### config.mk
export PLATFORM = sky130hd
export DESIGN_NAME = lwb_ctrl
export DESIGN_NICKNAME = d
export VERILOG_FILES = /design/src/hw/rtl/lwb_pkg.sv /design/src/hw/rtl/lwb_ctrl.sv
export SDC_FILE = /design/constraint.sdc
export NUM_CORES = 1
export LEC_CHECK = 0
export BUFFER_PORTS_ARGS = -buffer_cell sky130_fd_sc_hd__buf_2
export CAP_MARGIN = 30
export CELL_PAD_IN_SITES_DETAIL_PLACEMENT = 0
export CELL_PAD_IN_SITES_GLOBAL_PLACEMENT = 1
export CORE_UTILIZATION = 44
export DETAILED_ROUTE_END_ITERATION = 6
export PLACE_DENSITY = 0.93
export SLEW_MARGIN = 20
export SYNTH_ARGS = -nofsm -noshare
export SYNTH_HDL_FRONTEND = slang
export SYNTH_SLANG_ARGS = --single-unit
### constraint.sdc
create_clock -name i_clk -period 10.4 [get_ports i_clk]
set_input_delay 3.12 -clock i_clk [delete_from_list [all_inputs] [get_ports i_clk]]
set_output_delay 3.12 -clock i_clk [all_outputs]
set_load 0.03 [all_outputs]
### src/hw/rtl/lwb_pkg.sv
// Shared types and constants for the Lax-Wendroff Burgers stencil.
// No dependencies; imported by the top level, lwb_mul, lwb_dp and lwb_ctrl.
package lwb_pkg;

    localparam int WORD_W    = 32;
    localparam int COURANT_W = 17;
    localparam int STEPS_W   = 16;
    localparam int SQ_W      = 48;
    localparam int WIDE_W    = 64;
    localparam int AA_W      = 34;

    localparam logic [COURANT_W-1:0] COURANT_RESET = 17'd32768;
    localparam logic [STEPS_W-1:0]   STEPS_RESET   = 16'd1;

    // configuration register indexes
    localparam logic CFG_COURANT = 1'b0;
    localparam logic CFG_STEPS   = 1'b1;

    // request operation codes
    localparam logic OPER_LOAD = 1'b0;
    localparam logic OPER_READ = 1'b1;

    // products of one point update, in issue order
    typedef enum logic [2:0] {
        OP_QM, OP_Q, OP_QP, OP_T1, OP_CP, OP_CM, OP_T2
    } t_op;

    // rounding shift of the shared multiplier
    typedef enum logic [1:0] {
        SH_16, SH_18, SH_35
    } t_shift;

    // controller to datapath
    typedef struct packed {
        logic take;     // input request accepted
        logic fetch;    // read source bank at fetch address
        logic cap_m;    // capture left neighbor
        logic cap_c;    // capture center
        logic cap_p;    // capture right neighbor
        logic op_go;    // start one product
        t_op  op;
        logic wr_copy;  // write center unchanged (end point)
        logic wr_upd;   // write updated center
        logic flip;     // swap banks at end of a time step
    } t_cmd;

    // datapath to controller
    typedef struct packed {
        logic               out_room;
        logic               run_req;
        logic               op_done;
        logic [STEPS_W-1:0] steps;
    } t_stat;

endpackage

### src/hw/rtl/lwb_ctrl.sv
// Controller: request acceptance and the time-step / point / product sequence.
// Uses lwb_pkg.
module lwb_ctrl
    import lwb_pkg::*;
#(
    parameter int MAX_POINTS = 1024
) (
    input  logic                            i_clk,
    input  logic                            i_rst_n,
    input  logic                            i_in_valid,
    output logic                            o_in_ready,
    input  t_stat                           i_stat,
    input  logic [$clog2(MAX_POINTS+1)-1:0] i_count,
    output t_cmd                            o_cmd,
    output logic [$clog2(MAX_POINTS)-1:0]   o_fetch_addr,
    output logic [$clog2(MAX_POINTS)-1:0]   o_point
);

    localparam int AW = $clog2(MAX_POINTS);
    localparam int CW = $clog2(MAX_POINTS + 1);

    typedef enum logic [7:0] {
        S_IDLE   = 8'b00000001,
        S_RD0    = 8'b00000010,
        S_RD1    = 8'b00000100,
        S_RD2    = 8'b00001000,
        S_RD3    = 8'b00010000,
        S_OPGO   = 8'b00100000,
        S_OPWAIT = 8'b01000000,
        S_WR     = 8'b10000000
    } t_state;

    t_state             r_state;
    logic [AW-1:0]      r_i;
    logic [STEPS_W-1:0] r_t;
    t_op                r_op;
    logic               first_pt, last_pt, end_pt, last_step;

    assign first_pt  = r_i == '0;
    assign last_pt   = (CW'(r_i) + CW'(1)) == i_count;
    assign end_pt    = first_pt || last_pt;
    assign last_step = (r_t + STEPS_W'(1)) == i_stat.steps;

    assign o_in_ready = (r_state == S_IDLE) && i_stat.out_room;
    assign o_point    = r_i;

    // commands per state
    always_comb begin
        o_cmd         = '0;
        o_cmd.take    = o_in_ready && i_in_valid;
        o_cmd.fetch   = r_state == S_RD0 || r_state == S_RD1 || r_state == S_RD2;
        o_cmd.cap_m   = r_state == S_RD1;
        o_cmd.cap_c   = r_state == S_RD2;
        o_cmd.cap_p   = r_state == S_RD3;
        o_cmd.op_go   = r_state == S_OPGO;
        o_cmd.op      = r_op;
        o_cmd.wr_copy = r_state == S_WR && end_pt;
        o_cmd.wr_upd  = r_state == S_WR && !end_pt;
        o_cmd.flip    = r_state == S_WR && last_pt;
        case (r_state)
            S_RD0:   o_fetch_addr = first_pt ? r_i : r_i - AW'(1);
            S_RD2:   o_fetch_addr = last_pt ? r_i : r_i + AW'(1);
            default: o_fetch_addr = r_i;
        endcase
    end

    // sequencer
    always_ff @(posedge i_clk) begin
        if (!i_rst_n) begin
            r_state <= S_IDLE;
            r_i     <= '0;
            r_t     <= '0;
            r_op    <= OP_QM;
        end else begin
            unique case (r_state)
                S_IDLE: begin
                    if (o_cmd.take && i_stat.run_req) begin
                        r_i     <= '0;
                        r_t     <= '0;
                        r_state <= S_RD0;
                    end
                end
                S_RD0: r_state <= S_RD1;
                S_RD1: r_state <= S_RD2;
                S_RD2: r_state <= S_RD3;
                S_RD3: begin
                    r_op    <= OP_QM;
                    r_state <= end_pt ? S_WR : S_OPGO;
                end
                S_OPGO: r_state <= S_OPWAIT;
                S_OPWAIT: begin
                    if (i_stat.op_done) begin
                        if (r_op == OP_T2) begin
                            r_state <= S_WR;
                        end else begin
                            r_op    <= t_op'(r_op + 3'd1);
                            r_state <= S_OPGO;
                        end
                    end
                end
                S_WR: begin
                    if (last_pt) begin
                        r_i <= '0;
                        if (last_step) begin
                            r_state <= S_IDLE;
                        end else begin
                            r_t     <= r_t + STEPS_W'(1);
                            r_state <= S_RD0;
                        end
                    end else begin
                        r_i     <= r_i + AW'(1);
                        r_state <= S_RD0;
                    end
                end
                default: r_state <= S_IDLE;
            endcase
        end
    end

    // a product never completes in the cycle right after it is issued
    a_mul_latency: assert property (@(posedge i_clk) disable iff (!i_rst_n)
        (r_state == S_OPGO) |=> !i_stat.op_done)
        else $error("multiplier done too early");

    // last write of the last step returns to idle
    a_run_end: assert property (@(posedge i_clk) disable iff (!i_rst_n)
        (r_state == S_WR && last_pt && last_step) |=> (r_state == S_IDLE))
        else $error("run did not end after last step");

endmodule
[After elaboration in Yosys (flattened, before gate mapping)]
Cells that the tools add are included.
Storage, ports and cells
  register bits after elaboration: 37
  input port bits: 33
  output and inout bits: 33
  logic and storage cells: 62
Operators by class
  $add $sub $neg: 5
  equal/unequal tests: 16
  muxes and demuxes: 20
  reductions and logical operators: 17
Operators with widths (count)
  $pmux 8 s8: 1
  $mux 16: 3
  $mux 10: 4
  $mux 8: 5
  $pmux 10 s2: 2
  $pmux 16 s2: 1
  $add 16x1->16 const B: 1
  $eq 16x16->1: 1
  $add 10x1->11 const B: 1
  $eq 11x11->1: 1
  $add 10x1->10 const B: 1
  $logic_not 10->1: 1
  $sub 10x1->10 const B: 1
  $eq 8x1->1 const B: 1
  $eq 8x2->1 const B: 1
  $eq 8x3->1 const B: 1
  $eq 8x4->1 const B: 1
  $eq 8x5->1 const B: 1
  $eq 8x6->1 const B: 1
  $eq 8x7->1 const B: 1
  $eq 8x8->1 const B: 1
  $ne 2x2->1 const B: 4
  $logic_and 1x1->1: 6
  $mux 3: 2
  other kinds (11): 15

[Logic depth before layout (Yosys ltp)]
Gate-level depths: netlist (run 1).
  depth after elaboration: 6
  mapped depth: 14

[Worst setup path after synthesis (run 1)]
No wires, ideal clock.
  kind: input port to output port
  from: input port i_count[8]
  to: output port o_fetch_addr[0]
  data arrival time: 5.605 ns
  setup slack: 1.675 ns
  stages on the path: 12
  path buffers: 2
  cells stage by stage: xor2_1 or3b_1 a2111oi_0 o2111ai_1 nor2_2 inv_1 buf_2 buf_2 ha_1 nor2_1 a21oi_1 o21ai_0
Between the ends
  word-level cells in the longest chain between the ends: 3
RTL lines
  start: declaration: RTL line lwb_ctrl.sv:13  | input logic [$clog2(MAX_POINTS+1)-1:0] i_count,
  $eq 11x11->1: RTL line lwb_ctrl.sv:40  | assign last_pt = (CW'(r_i) + CW'(1)) == i_count;
  $mux 10: RTL line lwb_ctrl.sv:62  | S_RD2: o_fetch_addr = last_pt ? r_i : r_i + AW'(1);
  $pmux 10 s2: RTL line lwb_ctrl.sv:60  | case (r_state)
  end: declaration: RTL line lwb_ctrl.sv:15  | output logic [$clog2(MAX_POINTS)-1:0] o_fetch_addr,
Every way passes these cells.

[Final worst setup path (run 1)]
Same ends and word-level chain as after synthesis.

==> out/metrics.yaml, run 1 <==
ant_nets: 0
yosys-top-cells-area: "dfxtp_1 22%, xnor2_1 8.6%, a31oi_1 4.5%"
die_w_um: 89.43
p_comb_frac: 0.118
synthDistinctLibCells: 68
ff2ff_path_depth: 10
path_cells: "buf_2 > xor2_1 > or3b_1 > a2111oi_0 > o2111ai_1 > nor2_2 > buf_4 > inv_1 > ha_1 > nor2_1 > a21oi_1 > o21ai_0 > buf_2"
ys_seq_area_frac: 0.2202
status: "complete, no violations"
cts-resized-gates: 0
postCtsSetupBuffers: 0
setup_slack_ns: 0.9278
max_slew_margin: 0.3413
min_to: "r_op[0]"
crit_family: "buffers and inverters"
path_max_fanout: 36
holdCritPathClass: "register to register"
synth.top_cell.area_share: 0.2202
area_delta_synth_final_pct: 11.50
ys.flop_type: "dfxtp_1"
path_class: "input port to output pin"
cp_num_buf_inv: 4
p_sw_uw: 67.23
hold_viol_final: 0
pin_count: 66
hp-start: "r_op[0]"
fmax_ghz: 0.1056
ir_drop_v: 0.00005066
clk_latency_ns: 0.28
antenna_cells: 0
r2r-end: "r_t[15]"
r2r-start: "o_point[0]"
antenna_found_initial: 0
async_reset_ff_frac: 0
routabilityCongestion: 0.8910
cts_tree: "yes"
clock_skew_ns: 0.005319
worstSetupEndpointType: "output pin"
avgSynthCellArea_sq_um: 7.490
synth_edf_count: 0
synthesis.nets: 488
h-tree-depth: 2
post-route-drc-count: 0
min_period_ns: 9.472
p_seq_frac: 0.533
rsz0062_at_grt: "no"
drt_iter0_markers: 202
final_cells: 582
post_drt_wl_per_cell_um: 15.51
slowest_stage: "inv_1"
worstMarginPinSlew_ns: 0.9870
cts-buffers-inserted: 5
final.setup.tns_ns: 0
syn-instance-count: 449
fin_nets: 523
track_usage: 0.2295
cp_common_cell: "buf_2"
grt_max_degree: 37
preCtsSetupSlack_ns: 0.9522
place_hpwl_um: 6437
hold_buffers: 0
via_per_inst: 6.045
grt_pass1_wl_um: 14530
die_area_sq_um: 7998
switching_share: 0.2516
cts.sinks: 37
setup-violations-final: 0
start_util: 0.4588
worstHoldPathCells: 2
dr.pass1.iters: 4
clock_power_share: 0.349
yosys.area.top_type: "dfxtp_1"
startpoint_type: "input port"
clock-root-buffer: "clkbuf_8"
clkSlewWorstSetupHoldPaths_ns: 0.07
overflow: 0
final_layout_size_suffix_gt1_frac: 0.1884
port_buffers: 65
grt_pass1_vias: 3066
cpPeakStageDelay_ns: 0.51
p_per_area_nw_per_um2: 71.26
rows: 31
maxCapViolCount: 0
cp.arrival_ns: 6.35
die_h_um: 89.43
synth_area_sq_um: 3363
r2r_slack_ns: 6.35
internal-power_uw: 200.0
drv_slew: 0
required_ns: 7.28
core_area_sq_um: 7331
cts_max_path_buffers: 2
ys_ff_latch: 37
dpl.cell_count: 575
ys_warn_count: 0
fin_crit_sh: 0.9108
p_leak_uw: 0.001435
filler_cell_count: 709
routed_wl_um: 9028
vias: 3518
## power by group through the flow
stage / sequential [uW] / combinational (uW) / clock (uW)
after floorplan: 146 / 19.1 / 0
after global placement: 146 / 30.4 / 0
after detailed placement: 146 / 31.2 / 0
after CTS: 142 / 31.4 / 96.3
after global routing: 142 / 34.2 / 102
final: 142 / 31.6 / 93.2
## cell type report
class	instances	area (sq um)	area share
Multi-Input combinational cell	358	2400	0.6400
Tap cell	99	123.9	0.03303
Clock buffer	5	68.82	0.01835
Timing Repair Buffer	69	362.8	0.09676
Sequential cell	37	740.7	0.1975
Clock inverter	1	5.005	0.001335
Inverter	13	48.80	0.01301
## worst min-delay path, stage by stage, from the launching register on
cell,delay (ns)
dfxtp_1,0.34
nand3_1,0.07
a21oi_1,0.05
## cell families (layout without fill, tap and decap cells)
kind of cell | count (synthesis) | after routing | synth area share
and+or+nand+nor | 199 | 199 | 0.3337
DFF | 37 | 37 | 0.2202
adders and majority gates | 6 | 6 | 0.02232
buffers and inverters | 54 | 88 | 0.06622
xor gates and xnor gates | 48 | 48 | 0.1250
muxes | 2 | 2 | 0.005953
AOI/OAI and AO/OA | 103 | 103 | 0.2266
## Yosys cell counts (4+ instances only)
cell,n
nor2_1,35
a31o_2,5
o211ai_1,5
ha_1,6
or4_1,6
a21oi_1,12
and2_1,4
xor2_1,15
inv_1,13
dfxtp_1,37
a32oi_1,6
clkbuf_1,23
o21ai_0,9
a31oi_1,24
and3_1,10
xnor2_1,33
nand2_1,38
buf_2,14
o311a_1,8
nor4_1,5
nor3_1,27
nand3_1,21
or3_1,7
a211oi_1,4
nand4_1,14
## cells in the final DEF (no fill, tap or decap), types with 6 or more instances in the layout
master and count:
a21oi_1 12, a31oi_1 24, a32oi_1 6, and3_1 10, buf_2 65, dfxtp_1 37, ha_1 6, inv_1 13
nand2_1 38, nand3_1 21, nand4_1 14, nor2_1 35, nor3_1 27, o21ai_0 9, o311a_1 8, or3_1 7
or4_1 6, xnor2_1 33, xor2_1 15
## registers in the layout, summed over array words and instances (netlist names)
name and flops:
r_t 16, r_state 8, o_point 10, r_op 3
## worst max-delay path by stage
stage	startpoint	endpoint	slack [ns]	depth (start not counted)
floorplan	i_count[8]	o_fetch_addr[0]	1.68	12
global placement	i_count[8]	o_fetch_addr[0]	1.10	13
detailed placement	i_count[8]	o_fetch_addr[0]	0.95	13
CTS	i_count[8]	o_fetch_addr[0]	0.95	13
global route	i_count[8]	o_fetch_addr[0]	0.58	13
finish	i_count[8]	o_fetch_addr[0]	0.93	13
## metrics by stage
| stage | total power (uW) | cell area [sq um] | utilization | hold slack [ns] |
|---|---|---|---|---|
| global route | 279.1 | 3750 | 0.5115 | 0.5487 |
| detailed placement | 176.9 | 3661 | 0.4994 | 0.4971 |
| CTS | 270.1 | 3735 | 0.5095 | 0.5089 |
| floorplan | 164.7 | 3363 | - | 0.4993 |
| global placement | 176.1 | 3661 | 0.4994 | 0.4951 |
| finish | 267.2 | 3750 | 0.5115 | 0.5118 |
## metal layers
layer / part of all wire / vias to the layer above / GRT usage
met1: 0.47 / 1671 / 0.3140
li1: - / 1748 / -
met4: 0.011 / 0 / 0.05772
met5: 0 / - / 0
met2: 0.47 / 89 / 0.3796
met3: 0.052 / 10 / 0.03232
Note: power is estimated with default switching activity, not from simulation.
==> run 2: changes to the inputs <==
CTS_CLUSTER_DIAMETER = 100   (was not set)
PLACE_DENSITY = 0.85   (was 0.93)
==> out/metrics.yaml, run 2 (synthesis gave the netlist of run 1 again) <==
maxCapViolCount: 0  # unchanged
cp_common_cell: "buf_2"  # unchanged
path_class: "input port to output pin"  # unchanged
core_area_sq_um: 7331  # unchanged
cts_tree: "yes"  # unchanged
routabilityCongestion: 0.8791  # was 0.8910
r2r_slack_ns: 6.77  # was 6.35 ns
largest_reg_flops: 16  # unchanged
rsz0062_at_grt: "no"  # unchanged
antenna_cells: 0  # unchanged
switching_share: 0.2523  # was 0.2516
hold_viol_final: 0  # unchanged
via_per_inst: 6.075  # was 6.045
p_per_area_nw_per_um2: 73.55  # was 71.26 nW/um^2
path_cells: "buf_2 > xor2_1 > or3b_1 > a2111oi_0 > o2111ai_1 > nor2_2 > inv_1 > buf_8 > ha_1 > nor2_1 > a21oi_1 > o21ai_0 > buf_2"  # was buf_2 > xor2_1 > or3b_1 > a2111oi_0 > o2111ai_1 > nor2_2 > buf_4 > inv_1 > ha_1 > nor2_1 > a21oi_1 > o21ai_0 > buf_2
startpoint_type: "input port"  # unchanged
pin_count: 66  # unchanged
startpoint: "i_count[8]"  # unchanged
setup_slack_ns: 1.474  # was 0.9278 ns
grt_pass1_wl_um: 15060  # was 14,530 um
overflow: 0  # unchanged
ff2ff_path_depth: 7  # was 10
ir_drop_v: 0.00004306  # was 0.00005066 V
clock_power_share: 0.376  # was 0.349
holdCritPathClass: "register to register"  # unchanged
grt_max_degree: 36  # was 37
die_h_um: 89.43  # unchanged
p_sw_uw: 70.45  # was 67.23 uW
ant_nets: 0  # unchanged
cpPeakStageDelay_ns: 0.43  # was 0.51 ns
p_comb_frac: 0.114  # was 0.118
cp_num_buf_inv: 4  # unchanged
required_ns: 7.28  # about the same
internal-power_uw: 208.8  # was 200.0 uW
die_area_sq_um: 7998  # unchanged
p_leak_uw: 0.001453  # was 0.001435 uW
final.setup.tns_ns: 0  # unchanged
start_util: 0.4588  # unchanged
area_delta_synth_final_pct: 12.87  # was 11.50%
cts-buffers-inserted: 5  # unchanged
die_w_um: 89.43  # unchanged
fmax_ghz: 0.1120  # was 0.1056 GHz
routed_wl_um: 9208  # was 9028 um
clock-root-buffer: "clkbuf_8"  # unchanged
crit_family: "compound AO/OA/AOI/OAI gates"  # was buffers and inverters
cts.sinks: 37  # unchanged
grt_pass1_vias: 3139  # was 3,066
fin_crit_sh: 0.8583  # was 0.9108
h-tree-depth: 2  # unchanged
r2r-end: "r_t[6]"  # was r_t[15]
post_drt_wl_per_cell_um: 15.74  # was 15.51 um
clock_skew_ns: 0.003972  # was 0.005319 ns
cp.arrival_ns: 5.81  # was 6.35 ns
clk_latency_ns: 0.29  # was 0.28 ns
dr.pass1.iters: 5  # was 4
final_cell_mix: "65 x buf_2, 38 x nand2_1, 37 x dfxtp_1, 35 x nor2_1, 33 x xnor2_1"  # unchanged
hold_buffers: 0  # unchanged
min_period_ns: 8.926  # was 9.472 ns
track_usage: 0.2386  # was 0.2295
vias: 3554  # was 3,518
final_layout_size_suffix_gt1_frac: 0.1934  # was 0.1884
postCtsSetupBuffers: 0  # unchanged
hp-start: "r_op[0]"  # unchanged
post-route-drc-count: 0  # unchanged
preCtsSetupSlack_ns: 1.384  # was 0.9522 ns
top_register: "r_t"  # unchanged
worstHoldPathCells: 2  # unchanged
filler_cell_count: 743  # was 709
slowest_stage: "a2111oi_0"  # was inv_1
p_seq_frac: 0.510  # was 0.533
setup-violations-final: 0  # unchanged
port_buffers: 65  # unchanged
rows: 31  # unchanged
path_max_fanout: 17  # was 36
worstSetupEndpointType: "output pin"  # unchanged
min_to: "r_op[0]"  # unchanged
antenna_found_initial: 0  # unchanged
max_slew_margin: 0.4589  # was 0.3413
layout_commonest_cell: "buf_2"  # unchanged
drv_slew: 0  # unchanged
drt_iter0_markers: 240  # was 202
place_hpwl_um: 6448  # was 6437 um
fin_nets: 525  # was 523
cts-resized-gates: 0  # unchanged
cts_max_path_buffers: 2  # unchanged
worstMarginPinSlew_ns: 0.8073  # was 0.9870 ns
clkSlewWorstSetupHoldPaths_ns: 0.07  # about the same
status: "complete, no violations"  # unchanged
r2r-start: "r_t[2]"  # was o_point[0]
-- run 2: how the worst max path moves through the flow --
stage | to | cells after the start
after global routing | o_fetch_addr[0] | 13
after floorplan | o_fetch_addr[0] | 12
after detailed placement | o_fetch_addr[0] | 12
final | o_fetch_addr[0] | 13
after global placement | o_fetch_addr[0] | 12
after CTS | o_fetch_addr[0] | 12
-- run 2: layout make-up --
type | instances | area, sq um | area share
multi-input combinational | 358 | 2400 | 0.6322
clock inverter | 1 | 7.507 | 0.001978
sequential | 37 | 740.7 | 0.1951
inverter | 13 | 48.80 | 0.01285
clock buffer | 6 | 82.58 | 0.02175
tap | 99 | 123.9 | 0.03263
timing repair buffer | 71 | 392.9 | 0.1035
-- run 2: metrics by stage --
step,std cells,hold slack (ns),instance area [sq um],util,total power [uW]
2_1_floorplan,449,0.4993,3363,-,164.7
5_1_grt,585,0.5441,3796,0.5178,292.9
4_1_cts,582,0.5179,3751,0.5117,280.9
3_5_place_dp,575,0.5007,3661,0.4994,176.7
6_report,585,0.5154,3796,0.5178,279.2
3_3_place_gp,575,0.4891,3661,0.4994,176.5
-- run 2: power by group through the flow --
stage / logic, uW / registers (uW) / clock network, uW
floorplan: 19.1 / 146 / 0
global placement: 30.7 / 146 / 0
detailed placement: 31.0 / 146 / 0
CTS: 31.2 / 142 / 107
global route: 34.9 / 143 / 115
finish: 31.8 / 142 / 105
-- run 2: metal layers --
metal	GRT usage	up-vias	wire length (um)
li1	-	1748	-
met1	0.3406	1690	4469
met2	0.3796	108	4189
met3	0.03047	8	459
met4	0.05916	0	90
met5	0	-	0
-- run 2: worst min-delay path: stages, from the launching register on --
cell,delay [ns]
dfxtp_1,0.34
nand3_1,0.07
a21oi_1,0.06
